<file path="config.mk">
export PLATFORM = sky130hd
export DESIGN_NAME = pdpc_ctrl
export DESIGN_NICKNAME = d
export VERILOG_FILES = /design/src/rtl/pdpc_pkg.sv /design/src/rtl/pdpc_ctrl.sv
export SDC_FILE = /design/constraint.sdc
export NUM_CORES = 1
export LEC_CHECK = 0
export CORE_AREA = 4 4 41 43
export CTS_CLUSTER_DIAMETER = 100
export CTS_CLUSTER_SIZE = 8
export DETAILED_ROUTE_END_ITERATION = 12
export DIE_AREA = 0 0 45 47
export DONT_BUFFER_PORTS = 1
export GPL_TIMING_DRIVEN = 0
export HOLD_SLACK_MARGIN = 0.1
export SYNTH_ARGS = -nofsm -noshare
export SYNTH_HDL_FRONTEND = slang
export SYNTH_SLANG_ARGS = --single-unit
</file>
<file path="constraint.sdc">
create_clock -name clk -period 2.07 [get_ports clk]
set_input_delay 0 -clock clk [delete_from_list [all_inputs] [get_ports clk]]
set_output_delay 0 -clock clk [all_outputs]
set_load 0.01 [all_outputs]
</file>
<file path="src/rtl/pdpc_pkg.sv">
package pdpc_pkg;

	// Configuration port
	localparam int unsigned CFG_IDX_W  = 3;
	localparam int unsigned CFG_DATA_W = 32;

	typedef enum logic [CFG_IDX_W-1:0] {
		CFG_SCREEN_WIDTH  = 3'd0,
		CFG_SCREEN_HEIGHT = 3'd1,
		CFG_PAN_X         = 3'd2,
		CFG_PAN_Y         = 3'd3,
		CFG_ZOOM_FACTOR   = 3'd4
	} cfg_idx_t;

	typedef struct packed {
		logic        [12:0] screen_width;
		logic        [12:0] screen_height;
		logic signed [31:0] pan_x;
		logic signed [31:0] pan_y;
		logic        [31:0] zoom_factor;
	} cfg_t;

	localparam logic [12:0] SCREEN_WIDTH_RST  = 13'd1200;
	localparam logic [12:0] SCREEN_HEIGHT_RST = 13'd675;
	localparam logic [31:0] ZOOM_FACTOR_RST   = 32'd65536;

	// Degree biases in Q8.23: 180 and 90 degrees.
	localparam logic signed [32:0] LON_BIAS = 33'sd1509949440;
	localparam logic signed [32:0] LAT_BIAS = 33'sd754974720;

	// The floor division by 360 (or 180) is made unsigned by adding an offset that is
	// a multiple of 360; the offset quotients are removed afterwards.
	localparam logic        [31:0] DIV_OFFSET = 32'd188743680;
	localparam logic signed [24:0] DIV_BIAS_X = 25'sd524288;
	localparam logic signed [24:0] DIV_BIAS_Y = 25'sd1048576;
	// floor(2^32 / 45); the quotient estimate is at most one low.
	localparam logic        [26:0] RECIP_45   = 27'd95443717;
	localparam logic        [28:0] DIV_45     = 29'd45;

	localparam logic signed [31:0] PIX_MAX = 32'sh7FFF_FFFF;
	localparam logic signed [31:0] PIX_MIN = 32'sh8000_0000;

	localparam logic [23:0] COUNT_MAX = 24'hFF_FFFF;

	// Zoom thresholds in Q16.16.
	localparam logic [31:0] ZOOM_1   = 32'd65536;
	localparam logic [31:0] ZOOM_5   = 32'd327680;
	localparam logic [31:0] ZOOM_10  = 32'd655360;
	localparam logic [31:0] ZOOM_20  = 32'd1310720;
	localparam logic [31:0] ZOOM_50  = 32'd3276800;
	localparam logic [31:0] ZOOM_100 = 32'd6553600;

	typedef enum logic [6:0] {
		ST_IDLE   = 7'b0000001,
		ST_MUL    = 7'b0000010,
		ST_RECIP  = 7'b0000100,
		ST_CORR   = 7'b0001000,
		ST_ZOOM   = 7'b0010000,
		ST_SAT    = 7'b0100000,
		ST_DECIDE = 7'b1000000
	} state_t;

	typedef struct packed {
		logic load;
		logic mul;
		logic recip;
		logic corr;
		logic zoom;
		logic sat;
		logic decide;
		logic sel_y;
	} dp_cmd_t;

	typedef struct packed {
		logic out_free;
	} dp_status_t;

	function automatic logic [6:0] step_for_zoom(input logic [31:0] z);
		logic [6:0] s;
		if (z <= ZOOM_1) s = 7'd100;
		else if (z <= ZOOM_5) s = 7'd50;
		else if (z <= ZOOM_10) s = 7'd20;
		else if (z <= ZOOM_20) s = 7'd10;
		else if (z <= ZOOM_50) s = 7'd5;
		else if (z <= ZOOM_100) s = 7'd2;
		else s = 7'd1;
		return s;
	endfunction

endpackage

</file>
<file path="src/rtl/pdpc_ctrl.sv">
module pdpc_ctrl (
	input  logic                   clk,
	input  logic                   arst_n,
	input  logic                   vtx_valid,
	output logic                   vtx_ready,
	input  pdpc_pkg::dp_status_t   status,
	output pdpc_pkg::dp_cmd_t      cmd
);
	import pdpc_pkg::*;

	state_t state_q;
	state_t state_next;
	logic   sel_y_q;

	always_comb begin
		cmd        = '0;
		cmd.sel_y  = sel_y_q;
		state_next = state_q;
		case (state_q)
			ST_IDLE: begin
				cmd.load = vtx_valid;
				if (vtx_valid) state_next = ST_MUL;
			end
			ST_MUL: begin
				cmd.mul    = 1'b1;
				state_next = ST_RECIP;
			end
			ST_RECIP: begin
				cmd.recip  = 1'b1;
				state_next = ST_CORR;
			end
			ST_CORR: begin
				cmd.corr   = 1'b1;
				state_next = ST_ZOOM;
			end
			ST_ZOOM: begin
				cmd.zoom   = 1'b1;
				state_next = ST_SAT;
			end
			ST_SAT: begin
				cmd.sat    = 1'b1;
				if (sel_y_q) state_next = ST_DECIDE;
				else state_next = ST_MUL;
			end
			ST_DECIDE: begin
				// Hold here while a previous segment still occupies the output register.
				if (status.out_free) begin
					cmd.decide = 1'b1;
					state_next = ST_IDLE;
				end
			end
			default: state_next = ST_IDLE;
		endcase
	end

	always_ff @(posedge clk or negedge arst_n) begin
		if (!arst_n) begin
			state_q <= ST_IDLE;
			sel_y_q <= 1'b0;
		end else begin
			state_q <= state_next;
			if (state_q == ST_SAT) sel_y_q <= !sel_y_q;
		end
	end

	assign vtx_ready = (state_q == ST_IDLE);

endmodule

</file>
==> metrics.txt <==
Synth Instances=44; Synth Area in Adders=0%; total track usage=~10%; Reg2Reg Launch Point=state_q[4]; final instance area=570.5 sq um; Initial Utilization=a little under two fifths; most common cell after layout, fill and taps aside=dfrtp_1; Final Setup Violations=0; Pwr Total=approximately 0.63 mW; total CTS buffers=3; Mean Syn Cell Area=around 11 sq um; non-filler cells, final=67; Layout Skew=between 8 and 9 ps; final setup margin=132.2 ps; Critical path origin=state_q[4]; gr ovfl total=0; Max clock buf depth=2; vias in the first global route=around 360; Power Density=roughly 1100 nW/um^2; crit-path max FO=8; Routed Antenna Nets=0; Syn Nets=48; die area=around 2100 sq um; n_diodes=0; clock latency on the worst-skew pair=~260 ps; XOR/XNOR Fraction of Synth Area=roughly 3.6%; Synth Warn #=0; area growth from synthesis to layout=17.53%; CTS tree=done; placement-stage cell area=504.2 sq um; RSZ-0062 raised after global routing=false; drt total wl=roughly 900 um; CTS H-Tree Depth=1; Die Y-Extent=roughly 47 um; FP Rows=13; residual DRC count=0; largest net degree at the start of global routing=10; Clock Sinks=8; status=finished clean; DPL Wire Length=around 630 um; multiplexer area fraction after synthesis=0%; Max Slew Vio Count=0; Placed Instances=just under 60; Core ar.=approximately 1300 sq um; share of cells above drive strength 1=28.85%; Hold Crit Class=in -> out; largest family of logic cells by synthesized area=simple AND/OR/NAND/NOR gates; FMAX=516.1 MHz; root buffer cell=clkbuf_4; post-DR vias/cell=roughly 5.6; most frequent cells in the layout=dfrtp_1 (7), nor3b_2 (5), dlygate4sd3_1 (4); dpl ws=407.6 ps; Routability Congestion=roughly 0.74; maxcap violations=0; final period utilization=a little over nine tenths; Rel. slew slack=just over 60%; WP data required=2070 ps; CP arrival=about 1900 ps; Worst-Margin Slew=564.4 ps; count of buffers from port buffering=0; routed via count=~380; final core occ=between 40% and 50%; clock slew at reported path FFs=roughly 60 ps; hold_sp=status; LEAKAGE=around 0.23 nW; Tmin final=~1900 ps; DR WL/cell=between 10 and 15 um; Final Hold Slack=approximately 130 ps; Simple-Gate Fraction of Synth Area=between 30% and 40%; Setup CP Type=reg -> out; post-synthesis sequential area ratio=41.49%; worst vdd ir=~670 uV; startpoint types=register; setup tns final=0 ps; initial antenna violation count=0; mapped cell area=approximately 490 sq um; Post-CTS Setup Inserts=0; die width=45 um; Worst setup EP type=output port; first-pass GRT wire length=~1500 um; Pre-antenna DRT Iters=4; Synth cell types=28; nets=57; IO Pins=13; Starting DRT DRC Count=5; Final Hold Fails=0; FF+latch count, synth=8; Synth Area in Compound Gates=a little under a tenth
[registers in the layout, summed over array words and instances, names as in the netlist]
signal,cells
state_q,7
sel_y_q,1
[cells in the mapped netlist]
cell type  instances  area share [%]
o21ai_0            1             1.0
inv_1              1            0.77
nor2_1             3             2.3
or3_1              1             1.3
buf_6              1             2.3
or4_4              1             2.3
or4b_1             1             2.1
a21oi_1            1             1.0
nor3b_2            5              13
a22o_1             1             1.8
clkbuf_1           1            0.77
o311a_1            1             2.1
and2_1             1             1.3
xnor2_1            2             3.6
or4b_2             1             2.1
buf_4              1             1.5
nor3b_1            1             1.5
dfrtp_1            7              36
nor3_1             3             3.1
buf_2              1             1.0
dfstp_2            1             5.4
nor4b_1            2             3.6
o311ai_0           1             1.8
nor2b_1            1             1.3
or3_4              1             2.3
nor4_1             1             1.3
nand3b_1           1             1.5
o31a_1             1             1.8
[report_power, final]
group | internal [mW] | switching [mW]
Combinational | 0.133 | 0.141
Clock | 0.0741 | 0.0587
Sequential | 0.196 | 0.0317
[final cells by class]
type	count	area, sq um
fill	133	730.7
multi-input combinational	31	252.7
sequential	8	201.4
timing repair buffer	4	40.04
buffer	4	27.53
clock buffer	4	26.28
tap	15	18.77
inverter	1	3.754
[cells by family (layout without fill, tap and decap cells)]
| kind of cell | count (synthesis) | count (layout) |
|---|---|---|
| compound gates | 6 | 6 |
| xor+xnor | 2 | 2 |
| buf+inv | 5 | 13 |
| flops | 8 | 8 |
| simple gates | 23 | 23 |
[per-layer routing]
layer	track usage (%)	share of wire (%)
met5	0	0
met4	8.772	3.2
met3	2.682	4.8
met2	15.54	48
met1	12.12	44
[what timing repair did]
action                     in CTS  in global routing
hold endpoints to repair       11                  0
resized for setup               0                  0
setup endpoints to repair       0                  0
hold buffers                    4                  0
[worst max-delay path: stages, from the launching register on]
cell and delay, ps:
dfrtp_1 450, or3_1 390, clkbuf_1 170, or3_4 390
nor3b_2 270
[path summary, 6_finish.rpt]
path	to	slack [ps]	depth (start not counted)
setup / recovery	cmd[4]	130	4
hold / removal	cmd[1]	130	2
setup reg to reg	state_q[3]	410	4
hold reg to reg	state_q[4]	540	2
max in group asynchronous	state_q[0]	1120	2
min in group asynchronous	state_q[6]	630	2
Note: power is estimated with default switching activity, not from simulation.
