File: src/rtl/pdpc_pkg.sv
package pdpc_pkg;

	// Configuration port
	localparam int unsigned CFG_IDX_W  = 3;
	localparam int unsigned CFG_DATA_W = 32;

	typedef enum logic [CFG_IDX_W-1:0] {
		CFG_SCREEN_WIDTH  = 3'd0,
		CFG_SCREEN_HEIGHT = 3'd1,
		CFG_PAN_X         = 3'd2,
		CFG_PAN_Y         = 3'd3,
		CFG_ZOOM_FACTOR   = 3'd4
	} cfg_idx_t;

	typedef struct packed {
		logic        [12:0] screen_width;
		logic        [12:0] screen_height;
		logic signed [31:0] pan_x;
		logic signed [31:0] pan_y;
		logic        [31:0] zoom_factor;
	} cfg_t;

	localparam logic [12:0] SCREEN_WIDTH_RST  = 13'd1200;
	localparam logic [12:0] SCREEN_HEIGHT_RST = 13'd675;
	localparam logic [31:0] ZOOM_FACTOR_RST   = 32'd65536;

	// Degree biases in Q8.23: 180 and 90 degrees.
	localparam logic signed [32:0] LON_BIAS = 33'sd1509949440;
	localparam logic signed [32:0] LAT_BIAS = 33'sd754974720;

	// The floor division by 360 (or 180) is made unsigned by adding an offset that is
	// a multiple of 360; the offset quotients are removed afterwards.
	localparam logic        [31:0] DIV_OFFSET = 32'd188743680;
	localparam logic signed [24:0] DIV_BIAS_X = 25'sd524288;
	localparam logic signed [24:0] DIV_BIAS_Y = 25'sd1048576;
	// floor(2^32 / 45); the quotient estimate is at most one low.
	localparam logic        [26:0] RECIP_45   = 27'd95443717;
	localparam logic        [28:0] DIV_45     = 29'd45;

	localparam logic signed [31:0] PIX_MAX = 32'sh7FFF_FFFF;
	localparam logic signed [31:0] PIX_MIN = 32'sh8000_0000;

	localparam logic [23:0] COUNT_MAX = 24'hFF_FFFF;

	// Zoom thresholds in Q16.16.
	localparam logic [31:0] ZOOM_1   = 32'd65536;
	localparam logic [31:0] ZOOM_5   = 32'd327680;
	localparam logic [31:0] ZOOM_10  = 32'd655360;
	localparam logic [31:0] ZOOM_20  = 32'd1310720;
	localparam logic [31:0] ZOOM_50  = 32'd3276800;
	localparam logic [31:0] ZOOM_100 = 32'd6553600;

	typedef enum logic [6:0] {
		ST_IDLE   = 7'b0000001,
		ST_MUL    = 7'b0000010,
		ST_RECIP  = 7'b0000100,
		ST_CORR   = 7'b0001000,
		ST_ZOOM   = 7'b0010000,
		ST_SAT    = 7'b0100000,
		ST_DECIDE = 7'b1000000
	} state_t;

	typedef struct packed {
		logic load;
		logic mul;
		logic recip;
		logic corr;
		logic zoom;
		logic sat;
		logic decide;
		logic sel_y;
	} dp_cmd_t;

	typedef struct packed {
		logic out_free;
	} dp_status_t;

	function automatic logic [6:0] step_for_zoom(input logic [31:0] z);
		logic [6:0] s;
		if (z <= ZOOM_1) s = 7'd100;
		else if (z <= ZOOM_5) s = 7'd50;
		else if (z <= ZOOM_10) s = 7'd20;
		else if (z <= ZOOM_20) s = 7'd10;
		else if (z <= ZOOM_50) s = 7'd5;
		else if (z <= ZOOM_100) s = 7'd2;
		else s = 7'd1;
		return s;
	endfunction

endpackage

File: src/rtl/pdpc_cfg.sv
module pdpc_cfg (
	input  logic                               clk,
	input  logic                               arst_n,
	input  logic                               wen,
	input  logic [pdpc_pkg::CFG_IDX_W-1:0]     index,
	input  logic [pdpc_pkg::CFG_DATA_W-1:0]    wdata,
	output pdpc_pkg::cfg_t                     cfg
);
	import pdpc_pkg::*;

	cfg_t cfg_q;

	always_ff @(posedge clk or negedge arst_n) begin
		if (!arst_n) begin
			cfg_q.screen_width  <= SCREEN_WIDTH_RST;
			cfg_q.screen_height <= SCREEN_HEIGHT_RST;
			cfg_q.pan_x         <= '0;
			cfg_q.pan_y         <= '0;
			cfg_q.zoom_factor   <= ZOOM_FACTOR_RST;
		end else if (wen) begin
			case (index)
				CFG_SCREEN_WIDTH:  cfg_q.screen_width  <= wdata[12:0];
				CFG_SCREEN_HEIGHT: cfg_q.screen_height <= wdata[12:0];
				CFG_PAN_X:         cfg_q.pan_x         <= $signed(wdata);
				CFG_PAN_Y:         cfg_q.pan_y         <= $signed(wdata);
				CFG_ZOOM_FACTOR:   cfg_q.zoom_factor   <= wdata;
				default: ;
			endcase
		end
	end

	assign cfg = cfg_q;

endmodule

File: config.mk
export PLATFORM = sky130hd
export DESIGN_NAME = pdpc_cfg
export DESIGN_NICKNAME = d
export VERILOG_FILES = /design/src/rtl/pdpc_pkg.sv /design/src/rtl/pdpc_cfg.sv
export SDC_FILE = /design/constraint.sdc
export NUM_CORES = 1
export LEC_CHECK = 0
export BUFFER_PORTS_ARGS = -buffer_cell sky130_fd_sc_hd__clkbuf_2
export CAP_MARGIN = 20
export CORE_ASPECT_RATIO = 1.2
export CORE_MARGIN = 2
export CORE_UTILIZATION = 40
export DETAILED_ROUTE_END_ITERATION = 7
export GPL_ROUTABILITY_DRIVEN = 0
export GPL_TIMING_DRIVEN = 0
export PLACE_DENSITY = 0.63
export RECOVER_POWER = 25
export SYNTH_ARGS = -nofsm -noshare
export SYNTH_HDL_FRONTEND = slang
export SYNTH_SLANG_ARGS = --single-unit
File: constraint.sdc
create_clock -name clk -period 1.55 [get_ports clk]
set_input_delay 0.0775 -clock clk [delete_from_list [all_inputs] [get_ports clk]]
set_output_delay 0.0775 -clock clk [all_outputs]
set_load 0.005 [all_outputs]
==> run_summary.xml <==
<?xml version="1.0" encoding="UTF-8"?>
<metrics>
  <group name="cells_and_area">
    <metric name="num-nets-final" unit="">512</metric>
    <metric name="filler_cell_count" unit="">1011</metric>
    <metric name="n_antenna_cell" unit="">0</metric>
    <metric name="post_route_cell_area" unit="um2">6840</metric>
    <metric name="final_layout_size_suffix_gt1_share" unit="%">68.6</metric>
    <metric name="synthesis_to_layout_area_growth" unit="%">39.4</metric>
    <metric name="largest_register_ffs" unit="">122</metric>
  </group>
  <group name="worst_hold_path">
    <metric name="hp_class" unit="">input port to asynchronous set/reset pin</metric>
  </group>
  <group name="cts">
    <metric name="cts_max_level" unit="">4</metric>
    <metric name="cts_root_buf" unit="">sky130_fd_sc_hd__clkbuf_16</metric>
    <metric name="cts_buffers" unit="">17</metric>
    <metric name="clock-sinks" unit="">122</metric>
    <metric name="clk_pin_slew" unit="ns">0.06</metric>
    <metric name="clock_latency" unit="ns">0.39</metric>
    <metric name="cts_tree" unit="">done</metric>
    <metric name="ctsLongestPathBuffers" unit="">2</metric>
    <metric name="post_cts.repair.setup_buffers" unit="">0</metric>
  </group>
  <group name="global_routing">
    <metric name="grt_first_pass_wirelength" unit="um">17700</metric>
    <metric name="antenna_found_initial" unit="">0</metric>
    <metric name="groute.usage.overall" unit="%">17.4</metric>
    <metric name="grt_remaining_overflow" unit="">0</metric>
    <metric name="first_global_vias" unit="">3276</metric>
    <metric name="grt_max_degree" unit="">122</metric>
  </group>
  <group name="timing">
    <metric name="fin_tns_setup" unit="ns">0</metric>
    <metric name="final-setup-viol-count" unit="">0</metric>
    <metric name="fin_skew" unit="ns">0</metric>
    <metric name="ratio_of_final_minimum_period_to_clock_period" unit="%">80.6</metric>
    <metric name="rsz0062_at_grt" unit="">false</metric>
    <metric name="timing.final.hold_violations" unit="">0</metric>
    <metric name="worst_hold_slack" unit="ns">0.0343</metric>
    <metric name="final.setup.worst_slack" unit="ns">0.301</metric>
    <metric name="finalWorstPathRequiredPeriod" unit="ns">1.25</metric>
    <metric name="worst_pin_slew" unit="ns">0.732</metric>
    <metric name="maxSlewHeadroom" unit="%">51.2</metric>
    <metric name="finalMaxSlewViolations" unit="">0</metric>
    <metric name="achievable-frequency" unit="MHz">801</metric>
  </group>
  <group name="logic_synthesis">
    <metric name="async_flop_share" unit="%">100</metric>
    <metric name="synth_fp_nets" unit="">300</metric>
    <metric name="netlist_area" unit="um2">4900</metric>
    <metric name="synth_ff_type" unit="">sky130_fd_sc_hd__dfrtp_1</metric>
    <metric name="synth.ff_latch_count" unit="">122</metric>
    <metric name="post-synth-top-count-cell" unit="">sky130_fd_sc_hd__dfrtp_1</metric>
    <metric name="sequential_cell_area_fraction_in_the_yosys_report" unit="%">62.5</metric>
    <metric name="syn-instance-count" unit="">262</metric>
    <metric name="synth_area_leader_cell" unit="">sky130_fd_sc_hd__dfrtp_1</metric>
    <metric name="total_of_warnings_raised_by_yosys" unit="">0</metric>
    <metric name="synth_top_area_share" unit="%">57.1</metric>
    <metric name="yosysUniqueCellTypes" unit="">12</metric>
    <metric name="post_synth_most_frequent_cells" unit="">sky130_fd_sc_hd__dfrtp_1 (112), sky130_fd_sc_hd__mux2_2 (62), sky130_fd_sc_hd__mux2_4 (60), sky130_fd_sc_hd__dfstp_2 (10), sky130_fd_sc_hd__buf_12 (6)</metric>
    <metric name="area_contributors_post_synth" unit="">sky130_fd_sc_hd__dfrtp_1 (57%), sky130_fd_sc_hd__mux2_4 (18%), sky130_fd_sc_hd__mux2_2 (14%)</metric>
    <metric name="postSynthAreaPerCell" unit="um2">18.7</metric>
    <metric name="synth-edff-count" unit="">0</metric>
  </group>
  <group name="drt">
    <metric name="drtAntennaViolNets" unit="">0</metric>
    <metric name="wl_per_cell" unit="um">16.5</metric>
    <metric name="route.detailed.vias_per_inst" unit="">4.63</metric>
    <metric name="dr_total_vias" unit="">3002</metric>
    <metric name="routed_wl" unit="um">10700</metric>
    <metric name="detailedRoute.firstPassIterationCount" unit="">4</metric>
    <metric name="detailedRoute.firstIterationViolations" unit="">63</metric>
    <metric name="drc_errors" unit="">0</metric>
  </group>
  <group name="placement">
    <metric name="placedInstanceArea" unit="um2">5940</metric>
    <metric name="detailedPlacementHpwl" unit="um">7110</metric>
    <metric name="worst_slack_after_detailed_placement" unit="ns">0.159</metric>
    <metric name="io_buffer_count" unit="">159</metric>
  </group>
  <group name="setup_path">
    <metric name="cp_endpoint_kind" unit="">register</metric>
    <metric name="crit_path_start_kind" unit="">input port</metric>
    <metric name="wp_data_required" unit="ns">1.84</metric>
    <metric name="crit_arrival" unit="ns">1.54</metric>
    <metric name="timing.setup.critical_path_class" unit="">input port to register</metric>
    <metric name="maximum_fanout_along_the_worst_path" unit="">10</metric>
  </group>
  <group name="die">
    <metric name="die_h" unit="um">125</metric>
    <metric name="die_w" unit="um">105</metric>
    <metric name="num_io_pins" unit="">160</metric>
    <metric name="die_area" unit="um2">13200</metric>
    <metric name="core_region_area" unit="um2">12100</metric>
    <metric name="placement_rows" unit="">44</metric>
    <metric name="initial_utilization" unit="%">40.7</metric>
  </group>
  <group name="pwr">
    <metric name="power.leakage" unit="nW">3.31</metric>
    <metric name="vdd_drop_max" unit="uV">714</metric>
    <metric name="power.density" unit="nW/um2">1490</metric>
    <metric name="post-layout-total-power" unit="mW">10.2</metric>
  </group>
  <group name="status">
    <metric name="run_status" unit="">completed</metric>
  </group>
  <group name="flow_run">
    <metric name="cap_violations" unit="">0</metric>
  </group>
</metrics>
where the power goes:
group / internal [mW] / switching, mW / total, mW
sequential: 3.93 / 0.394 / 4.33
combinational: 1.28 / 0.717 / 1.99
clock: 2.39 / 1.47 / 3.86
total: 7.60 / 2.58 / 10.2
critical path, cell delays in order:
cell and delay [ns]:
sky130_fd_sc_hd__clkbuf_1 0.17, sky130_fd_sc_hd__nor4bb_1 0.30, sky130_fd_sc_hd__clkbuf_1 0.45, sky130_fd_sc_hd__buf_12 0.23
sky130_fd_sc_hd__mux2_4 0.31
through the flow:
step	utilization, %	cells
4_1_cts	56.9	648
6_report	56.7	648
3_5_place_dp	49.3	583
2_1_floorplan	-	262
3_3_place_gp	49.0	582
5_1_grt	56.7	648
per-layer routing:
metal	global-route usage, %	wire length (um)
met5	0	0
met4	6.20	118
met2	28.4	5270
met3	7.14	805
met1	20.8	4490
cell usage in the layout, fill, tap and decap left out:
master,netlist,final
sky130_fd_sc_hd__inv_6,0,5
sky130_fd_sc_hd__mux2_2,62,62
sky130_fd_sc_hd__clkinv_2,0,1
sky130_fd_sc_hd__clkinv_4,0,3
sky130_fd_sc_hd__bufinv_16,0,2
sky130_fd_sc_hd__buf_6,1,1
sky130_fd_sc_hd__clkbuf_2,0,157
sky130_fd_sc_hd__buf_16,0,1
sky130_fd_sc_hd__and4bb_1,1,1
sky130_fd_sc_hd__nor4bb_1,2,2
sky130_fd_sc_hd__nand4b_2,1,1
sky130_fd_sc_hd__dlygate4sd3_1,0,33
sky130_fd_sc_hd__clkbuf_16,0,17
sky130_fd_sc_hd__buf_4,3,1
sky130_fd_sc_hd__clkinvlp_4,0,4
sky130_fd_sc_hd__dfstp_2,10,10
sky130_fd_sc_hd__mux2_4,60,60
sky130_fd_sc_hd__clkbuf_1,0,5
sky130_fd_sc_hd__nor4b_4,1,1
sky130_fd_sc_hd__dfrtp_1,112,112
sky130_fd_sc_hd__buf_12,6,6
sky130_fd_sc_hd__buf_2,3,2
kinds of logic (layout without fill, tap and decap cells):
| family | count (synthesis) | in the layout | share of synthesized area, % |
|---|---|---|---|
| buffers and inverters | 13 | 238 | 3.44 |
| flip-flops | 122 | 122 | 62.5 |
| multiplexers | 122 | 122 | 32.6 |
| AND/OR/NAND/NOR | 5 | 5 | 1.45 |
layout make-up:
class	count	area (um2)	area share [%]
well taps	161	201	2.95
repair buffers	193	1150	16.8
clock buffers	17	425	6.22
plain buffers	13	160	2.34
multi-input cells	127	1670	24.4
clock inverters	15	165	2.41
flip-flops and latches	122	3070	44.8
path summary, 6_finish.rpt:
path                           from       end  slack, ns  cells after the start
hold / removal               arst_n  cfg[100]       0.03                      2
setup reg to reg            cfg[30]   cfg[30]       0.77                      1
hold reg to reg             cfg[98]   cfg[98]       0.51                      1
max in group asynchronous    arst_n   cfg[56]       0.66                      3
min in group clk           index[2]  cfg[113]       0.13                      3
setup / recovery           index[0]   cfg[67]       0.30                      5
timing repair:
item	CTS	global route
setup endpoints to repair	0	0
resized for setup	0	0
hold endpoints to repair	234	0
hold buffers	33	0
No activity file was read; power rests on OpenSTA's default activity.
